==> src/sv/range_coder_byte_output_macros.svh <==
// ----------------------------------------------------------------------------
// Range coder byte output: assertion macros
// Clocked, reset-qualified assertion forms shared by the RTL files.
// ----------------------------------------------------------------------------
`ifndef RANGE_CODER_BYTE_OUTPUT_MACROS_SVH
`define RANGE_CODER_BYTE_OUTPUT_MACROS_SVH

// Plain property on clk, disabled in reset.
`define RCBO_ASSERT(lbl, prop, msg) \
  lbl: assert property (@(posedge clk) disable iff (rst) (prop)) else $error(msg);

// Same-cycle implication on clk, disabled in reset.
`define RCBO_ASSERT_IMP(lbl, ante, cons, msg) \
  lbl: assert property (@(posedge clk) disable iff (rst) (ante) |-> (cons)) else $error(msg);

`endif

==> src/sv/rcbo_pkg.sv <==
// ----------------------------------------------------------------------------
// rcbo_pkg
// Types, codes and defaults shared by the range coder byte output block.
// ----------------------------------------------------------------------------
`timescale 1ns / 1ps

package rcbo_pkg;

  localparam int PROB_BITS_DEF    = 15;
  localparam int PENDING_BITS_DEF = 32;
  localparam int FIELD_W          = 17;

  localparam logic [1:0] CMD_PUT = 2'd0;
  localparam logic [1:0] CMD_SYM = 2'd1;
  localparam logic [1:0] CMD_FIN = 2'd2;
  localparam logic [1:0] CMD_NOP = 2'd3;

  typedef enum logic [4:0] {
    OP_NONE,
    OP_LOAD,
    OP_SYM_ENTER,
    OP_PUT_EXIT,
    OP_CARRY,
    OP_CARRY_LAR,
    OP_CARRY_PUT,
    OP_DIV_INIT,
    OP_DIV_STEP,
    OP_MUL_LO,
    OP_MUL_HI,
    OP_MUL_SUM,
    OP_PUT_LO,
    OP_SET_R,
    OP_PUT_DONE,
    OP_SYM_ADD,
    OP_SHF_LOW,
    OP_PUSH,
    OP_SYM_DONE,
    OP_FIN_T,
    OP_FIN_HI,
    OP_FIN_D,
    OP_FIN_EMIT,
    OP_FLUSH
  } op_t;

  typedef enum logic [1:0] {
    M_QC,
    M_QR,
    M_RC,
    M_RR
  } msel_t;

  typedef enum logic [4:0] {
    S_IDLE, S_DEC, S_PCHK, S_PEXIT, S_DINIT, S_DSTEP,
    S_MLO, S_MHI, S_MSUM,
    S_PLO, S_PQ, S_PCARRY, S_PPUSH, S_PDONE,
    S_SENTER, S_SADD, S_SR, S_SCHK, S_SSHF, S_SPUSH, S_SDONE,
    S_FENTER, S_FCHK, S_FT, S_FHI, S_FD, S_FSEL, S_FLOOP, S_FEMIT,
    S_FLUSH
  } state_t;

  typedef struct packed {
    op_t   op;
    msel_t msel;
  } ctl_cmd_t;

  typedef struct packed {
    logic [1:0] cmd;
    logic       mode;
    logic       div_last;
    logic       put_small;
    logic       sym_small;
    logic       k_is2;
    logic       hi_gt;
    logic       fin_more;
    logic       slot_free;
    logic       out_free;
    logic       stg_valid;
  } ctl_stat_t;

endpackage

==> src/sv/rcbo_datapath.sv <==
// ----------------------------------------------------------------------------
// rcbo_datapath
// Coder state, divider and shared split multiplier, byte/carry resolution and
// the staging and output registers.
// ----------------------------------------------------------------------------
`timescale 1ns / 1ps

`include "range_coder_byte_output_macros.svh"

module rcbo_datapath #(
  parameter int PROB_BITS    = 15,
  parameter int PENDING_BITS = 32
) (
  input  logic                       clk,
  input  logic                       rst,
  input  rcbo_pkg::ctl_cmd_t         cmd,
  output rcbo_pkg::ctl_stat_t        stat,
  input  logic [1:0]                 command,
  input  logic [rcbo_pkg::FIELD_W-1:0] scale,
  input  logic [rcbo_pkg::FIELD_W-1:0] cum_low,
  input  logic [rcbo_pkg::FIELD_W-1:0] cum_range,
  output logic                       out_valid,
  input  logic                       out_ready,
  output logic [7:0]                 out_byte,
  output logic [31:0]                fill_count,
  output logic [7:0]                 fill_value,
  output logic                       last
);
  import rcbo_pkg::*;

  localparam logic [63:0] PUT_MIN = 64'd1 << 32;
  localparam logic [63:0] SYM_MIN = 64'd1 << (33 - PROB_BITS);
  localparam logic [63:0] RANGE_INIT = 64'd1 << 63;
  localparam logic [PENDING_BITS-1:0] PMAX = {PENDING_BITS{1'b1}};

  // coder state
  logic [63:0] low, range, lar;
  logic        mode;
  logic [7:0]  cache;
  logic        cvalid;
  logic [PENDING_BITS-1:0] pend;

  // latched item
  logic [1:0]         cmd_r;
  logic [FIELD_W-1:0] scale_r, clo_r, cra_r;

  // work registers
  logic [63:0] dq, prod, lo_tmp, rng_tmp, shf, diff;
  logic [16:0] rem, dvs;
  logic [5:0]  dcnt;
  logic [2:0]  k;
  logic [48:0] plo;
  logic [31:0] phi;

  // staging and output
  logic        stg_v;
  logic [7:0]  stg_lead, stg_fill;
  logic [PENDING_BITS-1:0] stg_cnt;

  logic [63:0]        ma;
  logic [FIELD_W-1:0] mb;
  logic [17:0]        trial;
  logic               trial_ge;

  logic [7:0]  c_next, em_lead, em_fill, pb;
  logic        v_next, em_v, do_carry;
  logic [PENDING_BITS-1:0] p_next, em_cnt;

  always_comb begin
    case (cmd.msel)
      M_QC:    begin ma = dq;    mb = clo_r; end
      M_QR:    begin ma = dq;    mb = cra_r; end
      M_RC:    begin ma = range; mb = clo_r; end
      default: begin ma = range; mb = cra_r; end
    endcase
  end

  assign trial    = {rem, dq[63]};
  assign trial_ge = trial >= {1'b0, dvs};
  assign pb       = shf[63:56];

  // cache byte / pending run resolution
  always_comb begin
    c_next   = cache;
    v_next   = cvalid;
    p_next   = pend;
    em_v     = 1'b0;
    em_lead  = cache;
    em_cnt   = pend;
    em_fill  = 8'hFF;
    do_carry = (cmd.op == OP_CARRY) ||
               (cmd.op == OP_CARRY_LAR && low < lar) ||
               (cmd.op == OP_CARRY_PUT && lo_tmp < low);
    if (do_carry && cvalid) begin
      c_next = cache + 8'd1;
      if (pend != '0) begin
        em_v    = 1'b1;
        em_lead = cache + 8'd1;
        em_cnt  = pend - 1'b1;
        em_fill = 8'h00;
        c_next  = 8'h00;
        p_next  = '0;
      end
    end
    if (cmd.op == OP_PUSH) begin
      if (!cvalid) begin
        c_next = pb;
        v_next = 1'b1;
        p_next = '0;
      end else if (pb == 8'hFF && pend != PMAX) begin
        p_next = pend + 1'b1;
      end else begin
        em_v   = 1'b1;
        c_next = pb;
        p_next = '0;
      end
    end
    // final flush: emit what the cache holds, then start over empty
    if (cmd.op == OP_FIN_EMIT) begin
      em_v   = cvalid;
      c_next = '0;
      v_next = 1'b0;
      p_next = '0;
    end
  end

  always_ff @(posedge clk) begin
    if (rst) begin
      low    <= '0;
      range  <= RANGE_INIT;
      mode   <= 1'b0;
      lar    <= '0;
      cache  <= '0;
      cvalid <= 1'b0;
      pend   <= '0;
    end else begin
      cache  <= c_next;
      cvalid <= v_next;
      pend   <= p_next;
      unique case (cmd.op)
        OP_SYM_ENTER: begin
          if (!mode) begin
            range <= range >> (PROB_BITS - 1);
            lar   <= low;
            mode  <= 1'b1;
          end
        end
        OP_PUT_EXIT: begin
          range <= range << (PROB_BITS - 1);
          mode  <= 1'b0;
        end
        OP_PUT_DONE: begin
          if (rng_tmp <= PUT_MIN) begin
            low   <= lo_tmp << 24;
            range <= rng_tmp << 24;
          end else begin
            low   <= lo_tmp;
            range <= rng_tmp;
          end
        end
        OP_SYM_ADD: low <= low + prod;
        OP_SYM_DONE: begin
          if ((rng_tmp >> PROB_BITS) <= SYM_MIN) begin
            low   <= low << 24;
            lar   <= low << 24;
            range <= rng_tmp << (24 - PROB_BITS);
          end else begin
            range <= rng_tmp >> PROB_BITS;
          end
        end
        OP_FIN_EMIT: begin
          low    <= '0;
          range  <= RANGE_INIT;
          mode   <= 1'b0;
          lar    <= '0;
        end
        default: ;
      endcase
    end
  end

  always_ff @(posedge clk) begin
    unique case (cmd.op)
      OP_LOAD: begin
        cmd_r   <= command;
        scale_r <= scale;
        clo_r   <= cum_low;
        cra_r   <= cum_range;
      end
      OP_DIV_INIT: begin
        dq   <= range;
        rem  <= '0;
        dcnt <= '0;
        dvs  <= (scale_r == '0) ? 17'd1 : scale_r;
      end
      OP_DIV_STEP: begin
        rem  <= trial_ge ? 17'(trial - {1'b0, dvs}) : trial[16:0];
        dq   <= {dq[62:0], trial_ge};
        dcnt <= dcnt + 6'd1;
      end
      OP_MUL_LO:    plo <= ma[31:0] * mb;
      OP_MUL_HI:    phi <= 32'(ma[63:32] * mb);
      OP_MUL_SUM:   prod <= {15'd0, plo} + {phi, 32'd0};
      OP_PUT_LO:    lo_tmp <= low + {prod[62:0], 1'b0};
      OP_SET_R:     rng_tmp <= prod;
      OP_CARRY_PUT: begin
        shf <= lo_tmp;
        k   <= '0;
      end
      OP_SHF_LOW: begin
        shf <= low;
        k   <= '0;
      end
      OP_PUSH: begin
        shf  <= shf << 8;
        diff <= diff << 8;
        k    <= k + 3'd1;
      end
      OP_FIN_T:  shf <= (range << PROB_BITS) - 64'd1;
      OP_FIN_HI: shf <= low + shf;
      OP_FIN_D: begin
        diff <= low ^ shf;
        k    <= '0;
      end
      default: ;
    endcase
  end

  // one staged result so the final one of an item can be flagged
  always_ff @(posedge clk) begin
    if (rst) begin
      stg_v     <= 1'b0;
      out_valid <= 1'b0;
    end else begin
      if (em_v) begin
        if (stg_v) begin
          out_valid <= 1'b1;
          last      <= 1'b0;
          out_byte  <= stg_lead;
          fill_count <= 32'(stg_cnt);
          fill_value <= stg_fill;
        end else if (out_valid && out_ready) begin
          out_valid <= 1'b0;
        end
        stg_v    <= 1'b1;
        stg_lead <= em_lead;
        stg_cnt  <= em_cnt;
        stg_fill <= em_fill;
      end else if (cmd.op == OP_FLUSH) begin
        out_valid  <= 1'b1;
        last       <= 1'b1;
        out_byte   <= stg_lead;
        fill_count <= 32'(stg_cnt);
        fill_value <= stg_fill;
        stg_v      <= 1'b0;
      end else if (out_valid && out_ready) begin
        out_valid <= 1'b0;
      end
    end
  end

  always_comb begin
    stat.cmd       = cmd_r;
    stat.mode      = mode;
    stat.div_last  = (dcnt == 6'd63);
    stat.put_small = (rng_tmp <= PUT_MIN);
    stat.sym_small = ((rng_tmp >> PROB_BITS) <= SYM_MIN);
    stat.k_is2     = (k == 3'd2);
    stat.hi_gt     = (shf > low);
    stat.fin_more  = (diff[63:56] == 8'd0) && (k != 3'd7);
    stat.out_free  = !out_valid || out_ready;
    stat.slot_free = !stg_v || !out_valid || out_ready;
    stat.stg_valid = stg_v;
  end

  `RCBO_ASSERT_IMP(a_emit_room, em_v && stg_v, !out_valid || out_ready,
                   "result emitted with staging and output both full")
  `RCBO_ASSERT_IMP(a_flush_has_data, cmd.op == OP_FLUSH, stg_v && (!out_valid || out_ready),
                   "flush issued without a staged result or output room")

endmodule

==> src/sv/rcbo_ctrl.sv <==
// ----------------------------------------------------------------------------
// rcbo_ctrl
// Sequencer: steps each item through the carry, divide, multiply, byte push and flush steps its command needs.
// ----------------------------------------------------------------------------
`timescale 1ns / 1ps

`include "range_coder_byte_output_macros.svh"

module rcbo_ctrl (
  input  logic                clk,
  input  logic                rst,
  input  logic                in_valid,
  output logic                in_ready,
  input  rcbo_pkg::ctl_stat_t stat,
  output rcbo_pkg::ctl_cmd_t  cmd
);
  import rcbo_pkg::*;

  state_t state, state_next, ret, ret_next;
  msel_t  msel, msel_next;

  always_ff @(posedge clk) begin
    if (rst) begin
      state <= S_IDLE;
      ret   <= S_IDLE;
      msel  <= M_QC;
    end else begin
      state <= state_next;
      ret   <= ret_next;
      msel  <= msel_next;
    end
  end

  always_comb begin
    state_next = state;
    ret_next   = ret;
    msel_next  = msel;
    cmd.op     = OP_NONE;
    cmd.msel   = msel;
    in_ready   = 1'b0;
    unique case (state)
      S_IDLE: begin
        in_ready = 1'b1;
        if (in_valid) begin
          cmd.op     = OP_LOAD;
          state_next = S_DEC;
        end
      end
      S_DEC: begin
        unique case (stat.cmd)
          CMD_PUT: state_next = stat.mode ? S_PCHK : S_DINIT;
          CMD_SYM: state_next = S_SENTER;
          CMD_FIN: state_next = S_FENTER;
          default: state_next = S_IDLE;
        endcase
      end
      S_PCHK: if (stat.slot_free) begin
        cmd.op     = OP_CARRY_LAR;
        state_next = S_PEXIT;
      end
      S_PEXIT: begin
        cmd.op     = OP_PUT_EXIT;
        state_next = S_DINIT;
      end
      S_DINIT: begin
        cmd.op     = OP_DIV_INIT;
        state_next = S_DSTEP;
      end
      S_DSTEP: begin
        cmd.op = OP_DIV_STEP;
        if (stat.div_last) begin
          msel_next  = M_QC;
          ret_next   = S_PLO;
          state_next = S_MLO;
        end
      end
      S_MLO: begin
        cmd.op     = OP_MUL_LO;
        state_next = S_MHI;
      end
      S_MHI: begin
        cmd.op     = OP_MUL_HI;
        state_next = S_MSUM;
      end
      S_MSUM: begin
        cmd.op     = OP_MUL_SUM;
        state_next = ret;
      end
      S_PLO: begin
        cmd.op     = OP_PUT_LO;
        msel_next  = M_QR;
        ret_next   = S_PQ;
        state_next = S_MLO;
      end
      S_PQ: begin
        cmd.op     = OP_SET_R;
        state_next = S_PCARRY;
      end
      S_PCARRY: if (stat.slot_free) begin
        cmd.op     = OP_CARRY_PUT;
        state_next = stat.put_small ? S_PPUSH : S_PDONE;
      end
      S_PPUSH: if (stat.slot_free) begin
        cmd.op = OP_PUSH;
        if (stat.k_is2) state_next = S_PDONE;
      end
      S_PDONE: begin
        cmd.op     = OP_PUT_DONE;
        state_next = S_FLUSH;
      end
      S_SENTER: begin
        cmd.op     = OP_SYM_ENTER;
        msel_next  = M_RC;
        ret_next   = S_SADD;
        state_next = S_MLO;
      end
      S_SADD: begin
        cmd.op     = OP_SYM_ADD;
        msel_next  = M_RR;
        ret_next   = S_SR;
        state_next = S_MLO;
      end
      S_SR: begin
        cmd.op     = OP_SET_R;
        state_next = S_SCHK;
      end
      S_SCHK: begin
        if (!stat.sym_small) begin
          state_next = S_SDONE;
        end else if (stat.slot_free) begin
          cmd.op     = OP_CARRY_LAR;
          state_next = S_SSHF;
        end
      end
      S_SSHF: begin
        cmd.op     = OP_SHF_LOW;
        state_next = S_SPUSH;
      end
      S_SPUSH: if (stat.slot_free) begin
        cmd.op = OP_PUSH;
        if (stat.k_is2) state_next = S_SDONE;
      end
      S_SDONE: begin
        cmd.op     = OP_SYM_DONE;
        state_next = S_FLUSH;
      end
      S_FENTER: begin
        cmd.op     = OP_SYM_ENTER;
        state_next = S_FCHK;
      end
      S_FCHK: if (stat.slot_free) begin
        cmd.op     = OP_CARRY_LAR;
        state_next = S_FT;
      end
      S_FT: begin
        cmd.op     = OP_FIN_T;
        state_next = S_FHI;
      end
      S_FHI: begin
        cmd.op     = OP_FIN_HI;
        state_next = S_FD;
      end
      S_FD: begin
        cmd.op     = OP_FIN_D;
        state_next = S_FSEL;
      end
      S_FSEL: begin
        if (stat.hi_gt) begin
          state_next = S_FLOOP;
        end else if (stat.slot_free) begin
          cmd.op     = OP_CARRY;
          state_next = S_FEMIT;
        end
      end
      S_FLOOP: if (stat.slot_free) begin
        cmd.op = OP_PUSH;
        // the push after the last matching byte is the closing one
        if (!stat.fin_more) state_next = S_FEMIT;
      end
      S_FEMIT: if (stat.slot_free) begin
        cmd.op     = OP_FIN_EMIT;
        state_next = S_FLUSH;
      end
      S_FLUSH: begin
        if (!stat.stg_valid) begin
          state_next = S_IDLE;
        end else if (stat.out_free) begin
          cmd.op     = OP_FLUSH;
          state_next = S_IDLE;
        end
      end
      default: state_next = S_IDLE;
    endcase
  end

  `RCBO_ASSERT_IMP(a_idle_drained, in_ready, !stat.stg_valid,
                   "new transaction taken while a result is still staged")
  `RCBO_ASSERT(a_mul_ret, state != S_MSUM ||
               ret == S_PLO || ret == S_PQ || ret == S_SADD || ret == S_SR,
               "multiply sequence returns to an unexpected step")

endmodule

==> src/sv/range_coder_byte_output.sv <==
// ----------------------------------------------------------------------------
// range_coder_byte_output
// Range coder core with 64-bit low, cache byte carry resolution and run output.
// ----------------------------------------------------------------------------
`timescale 1ns / 1ps

// One transaction is taken at a time; in_ready is high only while the
// sequencer is idle. A symbol does two multiplies, each done as two 32x17
// halves plus a sum, and when it renormalizes a carry check, a shift and
// three byte pushes. A general put first runs a 64-step restoring divider,
// one quotient bit per cycle, then two multiplies; it adds a carry check
// and an exit from symbol mode when it leaves symbol mode, and three byte
// pushes on renormalization. Finish pushes 1 to 8 tail bytes, or applies
// only a carry when the interval wraps. Any byte push or carry that may
// produce a result waits while both the staging register and the output
// register are full, so a stalled consumer stretches a transaction.
// Results leave through an output register: a finished result may still
// wait there while the next transaction is accepted. Each result is a lead
// byte and a fill run; last marks the final result of its transaction.
// Command 3 is accepted and produces nothing.

module range_coder_byte_output #(
  parameter int PROB_BITS    = rcbo_pkg::PROB_BITS_DEF,
  parameter int PENDING_BITS = rcbo_pkg::PENDING_BITS_DEF
) (
  input  logic                         clk,
  input  logic                         rst,
  input  logic                         in_valid,
  output logic                         in_ready,
  input  logic [1:0]                   command,
  input  logic [rcbo_pkg::FIELD_W-1:0] scale,
  input  logic [rcbo_pkg::FIELD_W-1:0] cum_low,
  input  logic [rcbo_pkg::FIELD_W-1:0] cum_range,
  output logic                         out_valid,
  input  logic                         out_ready,
  output logic [7:0]                   out_byte,
  output logic [31:0]                  fill_count,
  output logic [7:0]                   fill_value,
  output logic                         last
);
  import rcbo_pkg::*;

  ctl_cmd_t  cmd;
  ctl_stat_t stat;

  // sequencer
  rcbo_ctrl u_ctrl (
    .clk      (clk),
    .rst      (rst),
    .in_valid (in_valid),
    .in_ready (in_ready),
    .stat     (stat),
    .cmd      (cmd)
  );

  // coder state, arithmetic and result registers
  rcbo_datapath #(
    .PROB_BITS    (PROB_BITS),
    .PENDING_BITS (PENDING_BITS)
  ) u_dp (
    .clk        (clk),
    .rst        (rst),
    .cmd        (cmd),
    .stat       (stat),
    .command    (command),
    .scale      (scale),
    .cum_low    (cum_low),
    .cum_range  (cum_range),
    .out_valid  (out_valid),
    .out_ready  (out_ready),
    .out_byte   (out_byte),
    .fill_count (fill_count),
    .fill_value (fill_value),
    .last       (last)
  );

endmodule
==> config.mk <==
export PLATFORM = sky130hd
export DESIGN_NAME = range_coder_byte_output
export DESIGN_NICKNAME = d
export VERILOG_FILES = /design/src/sv/rcbo_pkg.sv /design/src/sv/rcbo_datapath.sv /design/src/sv/rcbo_ctrl.sv /design/src/sv/range_coder_byte_output.sv
export VERILOG_INCLUDE_DIRS = /design/src /design/src/sv
export SDC_FILE = /design/constraint.sdc
export NUM_CORES = 2
export LEC_CHECK = 0
export BUFFER_PORTS_ARGS = -buffer_cell sky130_fd_sc_hd__buf_2
export CAP_MARGIN = 15
export CORE_ASPECT_RATIO = 0.5
export CORE_MARGIN = 3
export CORE_UTILIZATION = 35
export CTS_CLUSTER_DIAMETER = 80
export DETAILED_ROUTE_END_ITERATION = 10
export PLACE_DENSITY = 0.58
export SYNTH_ARGS = -nofsm -noshare
export SYNTH_HDL_FRONTEND = slang
export SYNTH_HIERARCHICAL = 1
export SYNTH_SLANG_ARGS = --single-unit
==> constraint.sdc <==
create_clock -name clk -period 12.6 [get_ports clk]
set_input_delay 1.89 -clock clk [delete_from_list [all_inputs] [get_ports clk]]
set_output_delay 1.89 -clock clk [all_outputs]
set_load 0.1 [all_outputs]
# == Yosys cells after proc, flatten, opt, wreduce, memory -nomap -nowiden ==
# Index checks and enable logic that the tools add are counted.
# totals
ff_bits,906
latchBits,0
ramBits,0
rom_bits,0
in_bits,57
output_inout_bits,51
wordCells,281
mem_count,0
# classes
add_sub_neg,11
multipliers,2
n_div,0
n_lt_le_gt_ge,6
n_eq_ne,79
shift,0
muxes,96
bitwise,2
reduce_logical,50
# op_table
operator,n
$pmux 64 s5,2
$mux 64,7
$mux 32,10
$pmux 64 s2,2
$pmux 64 s4,1
$add 64x64->64,3
$pmux 64 s3,1
$pmux 5 s27,1
$lt 64x64->1,2
$mux 5,25
$pmux 5 s24,1
$mux 8,14
$eq 5x5->1 const B,22
$eq 5x4->1 const B,16
$add 49x64->64,1
$gt 64x64->1,1
$le 64x33->1 const B,1
$sub 64x1->64 const B,1
$xor 64x64->64,1
$le 49x19->1 const B,1
$mul 32x17->49,1
$eq 5x3->1 const B,8
$mux 17,2
$pmux 17 s2,1
46 further kinds,121

# == Logic depth before layout (Yosys ltp) ==
# depth
depth_word,18
depth_mapped,31
mapped_depth_nobuf,27

# == Modules after synthesis ==
# Netlist, hierarchy kept.
# modules_own_cells
module,n_inst,cells_per_inst,area_per_inst_um2,seq_area_each_um2
rcbo_datapath,1,9059,83348.7,24063.1
rcbo_ctrl,1,210,1478.9,240.2

# == Least setup slack after synthesis ==
# OpenSTA, ideal clock, no wires.
# synth_timing
kind,reg2reg
start,reg u_dp.low[1]
end,"reg u_dp.dcnt[0], enable pin"
setup_ps,661
arrival_ps,9813
slack_ps,2126
path_stages_with_launch,19
path_buffers,1
cell_sequence,dfxtp_1 > inv_1 > ha_1 > a21o_1 > a21oi_1 > nor2b_1 > o21a_1 > o21ai_0 > a21oi_1 > o21a_1 > o21ai_0 > a21boi_0 > o311ai_0 > a21oi_1 > nor4b_1 > or4_1 > clkbuf_1 > nand3_1 > o31ai_1
# synth_lines
item,line_no,source
"start, declared",rcbo_datapath.sv:37,"logic [63:0] low, range, lar;"
"start signal, assigned",rcbo_datapath.sv:154,low <= lo_tmp << 24;
"start signal, assigned",rcbo_datapath.sv:157,low <= lo_tmp;
"start signal, assigned",rcbo_datapath.sv:161,OP_SYM_ADD: low <= low + prod;
"end signal, assigned",rcbo_datapath.sv:199,dcnt <= dcnt + 6'd1;
"end, declared",rcbo_datapath.sv:50,logic [5:0] dcnt;

# == Final worst setup path ==
# layout_timing
start,reg u_ctrl.msel[0]
end,reg u_dp.phi[31] (data pin)
# layout_via
elab_chain_cells,4
elab_cells_between_ends,8
classes_between,mul (1); eq/ne (2); mux (2); reduce/logical (3)
# layout_rtl
item,line_no,source
"start, declared",rcbo_ctrl.sv:20,"msel_t msel, msel_next;"
"start signal, assigned",rcbo_ctrl.sv:30,msel <= msel_next;
$eq 2x1->1 (tied with other cells),rcbo_datapath.sv:70,case (cmd.msel)
$reduce_or 2->1 (no line),-,
$mux 64 / $mux 17 (equally long branches),rcbo_datapath.sv:70,
$mul 32x17->32 (*),rcbo_datapath.sv:202,OP_MUL_HI: phi <= 32'(ma[63:32] * mb);
"end signal, assigned",rcbo_datapath.sv:202,
"end, declared",rcbo_datapath.sv:53,logic [31:0] phi;
# Every way passes the cells marked *; elsewhere a longest branch is shown, timed or not.
# A chain may end at the register's enable or synchronous reset.

==> run summary <==
largest cells by area after synthesis - edfxtp_1 23%, fa_1 18%, ha_1 9.1%, dfxtp_1 5.9%, inv_1 5.4%
Cells after DPL - 12300
gpl congestion - 0.956
Synth Warn # - 6
number of synthesized flops with an enable pin - 644
# IOs - 108
setup_tns - 0 ps
row count - 127
DR iter-0 viols - 8112
flop and latch count out of synthesis - 892
CTS buffer count - 100
worst r2r src - u_ctrl/msel[0]$_SDFFE_PP0P_
Critical Path RT - 13080 ps
total track usage - 24.0%
GR Overflow Total - 0
multiplexer area fraction after synthesis - 3.14%
die height - 354 um
sequential area share after synthesis - 28.7%
Core Region - 240000 um2
final period utilization - 73.1%
Slew @ Worst Pin - 1220 ps
final net count - 10600
Max Slew Vio Count - 0
Crit Path Max Fanout - 37
routed vias - 70600
Yosys top cell area share - 22.8%
clk sinks - 892
unrepaired setup endpoints after global routing - false
largest net degree at the start of global routing - 106
complex-gate fraction of the synthesized area - 14.8%
layout cells sized above 1 - 7.92%
first-pass GRT wire length - 451000 um
min-delay worst type - register to register
adder-cell share of the synthesized area - 27.3%
fmax - 0.109 GHz
Finish-stage setup viols - 0
detailed-route wire length per cell - 24.5 um
Post-Syn Instances - 9269
startpoint type of the worst setup path - register
# hold bufs at CTS - 0
syn_nets - 10700
fin cells - 12400
most area-hungry cell type in the Yosys netlist - edfxtp_1
Yosys cell types - 98
Max clock buf depth - 3
fraction of registers with async set/reset - 0%
Syn Area/Cell - 9.15 um2
final hold violation count - 0
Synth Area in Simple Gates - 14.1%
# DRC - 0
antenna-violating nets left - 0
Crit Path Class - register to register
reported max-cap violation count - 0
arrival time worst endpoint - 9690 ps
worst skew pair latency - 770 ps
port bufs - 107
drt first pass iters - 6
initial antenna violation count - 8
Die X - 702 um
Die ar. - 249000 um2
CTS tree - done
dpl hpwl - 232000 um
post-route minimum period - 9210 ps
hold path startpoint - u_dp/plo[10]$_DFFE_PN_
Worst Setup End Kind - register
Main synth FF type - edfxtp_1
max_slew headroom - 18.7%
clk slew on worst S/H paths - 60 ps
number of global-route vias before repair - 68400
fillers - 24100
via/cell ratio - 5.67
Reg area - 24300 um2
PostCTS Resize Cnt - 0
layout overhead on the synthesized area - 8.99%
status - finished, final reports clean
initial core utilization - 35.3%
Clock Skew - 49.2 ps
post-synthesis xor/xnor area fraction - 3.96%
final WL - 305000 um
worst setup path startpoint - u_ctrl/msel[0]$_SDFFE_PP0P_
multi-input logic area - 54100 um2
Netlist Area Pre-Place - 84800 um2
H-tree depth - 3
Post-CTS Setup Bufs - 0
largest family of logic cells by synthesized area - adder cells
root buf cell - clkbuf_16
-- worst paths after layout --
check	cells after the start	endpoint	slack, ps
worst max-delay path	24	u_dp/phi[31]$_DFFE_PN_	3390
worst min-delay path	0	u_dp/prod[10]$_DFFE_PN_	410
worst max register to register	24	u_dp/phi[31]$_DFFE_PN_	3390
worst min register to register	0	u_dp/prod[10]$_DFFE_PN_	410
-- sequential cells by signal, summed over array words and instances, names as in the netlist, 32 cells and up --
name,flops
u_dp/diff,64
u_dp/dq,64
u_dp/lar,64
u_dp/lo_tmp,64
u_dp/low,64
u_dp/prod,64
u_dp/range,64
u_dp/rng_tmp,64
u_dp/shf,64
u_dp/plo,49
u_dp/fill_count,32
u_dp/pend,32
u_dp/phi,32
u_dp/stg_cnt,32
-- layout make-up --
| type | count | share of cell area [%] |
|---|---|---|
| Tap cell | 3225 | 4.36 |
| Clock inverter | 59 | 0.675 |
| Clock buffer | 131 | 2.95 |
| Timing Repair Buffer | 310 | 2.25 |
| Multi-Input combinational cell | 6607 | 58.5 |
| Antenna cell | 3 | 0.00812 |
| Sequential cell | 892 | 26.3 |
| Inverter | 1221 | 4.96 |
-- per-layer routing --
metal,part of all wire [%],wire [um],global-route usage (%),up-vias
met2,42,130000,35.8,3428
met1,43,131000,33.9,35100
met4,4.2,12900,8.65,2
li1,-,-,-,31300
met3,10,31600,5.62,688
met5,0.0043,13,0,-
-- metrics by stage --
stage / cell area (um2) / setup slack, ps / utilization, % / hold slack [ps]
final: 92500 / 3390 / 38.5 / 408
after global routing: 92400 / 2900 / 38.5 / 422
after CTS: 92400 / 3410 / 38.4 / 390
after detailed placement: 89100 / 3510 / 37.0 / 405
after global placement: 89100 / 2570 / 37.0 / 401
after floorplan: 84800 / 2130 / - / 400
-- cell usage in the layout (no fill, tap or decap), types with 28 or more instances in the layout --
master | netlist | layout
inv_1 | 1219 | 1218
nand2_1 | 1128 | 1126
fa_1 | 773 | 773
nor2_1 | 766 | 757
edfxtp_1 | 644 | 644
ha_1 | 615 | 615
a21oi_1 | 494 | 494
o21ai_0 | 366 | 365
xnor2_1 | 264 | 264
dfxtp_1 | 248 | 246
buf_4 | 11 | 201
a21o_1 | 181 | 181
a221oi_1 | 160 | 160
mux2_2 | 147 | 147
a211oi_1 | 130 | 130
nand3_1 | 131 | 129
xor2_1 | 117 | 117
nor3_1 | 119 | 112
buf_2 | 13 | 107
clkbuf_16 | 0 | 102
nand4_1 | 99 | 99
mux2i_1 | 101 | 89
a31oi_1 | 81 | 79
nor4_1 | 79 | 75
nor2b_1 | 74 | 74
o21a_1 | 69 | 69
nand2b_1 | 68 | 68
o21bai_1 | 60 | 59
and3_1 | 50 | 49
o221ai_1 | 39 | 39
or3_1 | 33 | 32
or2_2 | 30 | 30
a22oi_1 | 30 | 30
and2_1 | 28 | 28
o31ai_1 | 29 | 28
-- worst max-delay path, cell delays in order, from the launching register on --
cell and delay [ps]:
dfxtp_2 830, buf_4 440, mux2_2 520, buf_4 520, nand2_1 150, fa_1 530, inv_1 60, fa_1 480
fa_1 580, inv_1 60, fa_1 480, inv_1 50, fa_1 500, fa_1 420, ha_1 360, nand3_1 130
nor2_1 50, a211oi_1 210, o41ai_1 190, a221oi_1 670, a21oi_1 290, and4_1 280, a2111oi_0 700, a21oi_1 180
xnor2_1 170
-- cell usage after synthesis, types with 12 or more instances --
| cell | n |
|---|---|
| a21o_1 | 181 |
| mux2_2 | 147 |
| a22oi_1 | 30 |
| nand2_1 | 1128 |
| or4_1 | 19 |
| or3_1 | 33 |
| fa_1 | 773 |
| a31oi_1 | 81 |
| buf_1 | 34 |
| a221o_1 | 16 |
| nand4_1 | 99 |
| or2_2 | 30 |
| nor4_1 | 79 |
| buf_2 | 13 |
| edfxtp_1 | 644 |
| nand3_1 | 131 |
| inv_1 | 1219 |
| o211ai_1 | 25 |
| nor2b_1 | 74 |
| a211oi_1 | 130 |
| o22ai_1 | 12 |
| nor3_1 | 119 |
| clkbuf_1 | 485 |
| nor2_1 | 766 |
| dfxtp_1 | 248 |
| o21ai_0 | 366 |
| xor2_1 | 117 |
| a2111oi_0 | 23 |
| ha_1 | 615 |
| and3_1 | 50 |
| a222oi_1 | 17 |
| o221ai_1 | 39 |
| a221oi_1 | 160 |
| o31ai_1 | 29 |
| a311oi_1 | 20 |
| a21oi_1 | 494 |
| nand2b_1 | 68 |
| o21a_1 | 69 |
| and2_1 | 28 |
| a41oi_1 | 15 |
| mux2i_1 | 101 |
| o21bai_1 | 60 |
| o31a_1 | 12 |
| a21boi_0 | 19 |
| xnor2_1 | 264 |
-- kinds of logic after synthesis --
logic type | count (synthesis)
AND/OR/NAND/NOR | 2691
AO/OA/AOI/OAI | 1898
buffers and inverters | 1770
adder cells (fa/ha/maj) | 1388
flip-flops | 892
XOR/XNOR | 382
multiplexers | 248
Power is left out: the tool's default activity adds up to more than one toggle a clock period on the data nets, which glitch-free logic cannot reach.
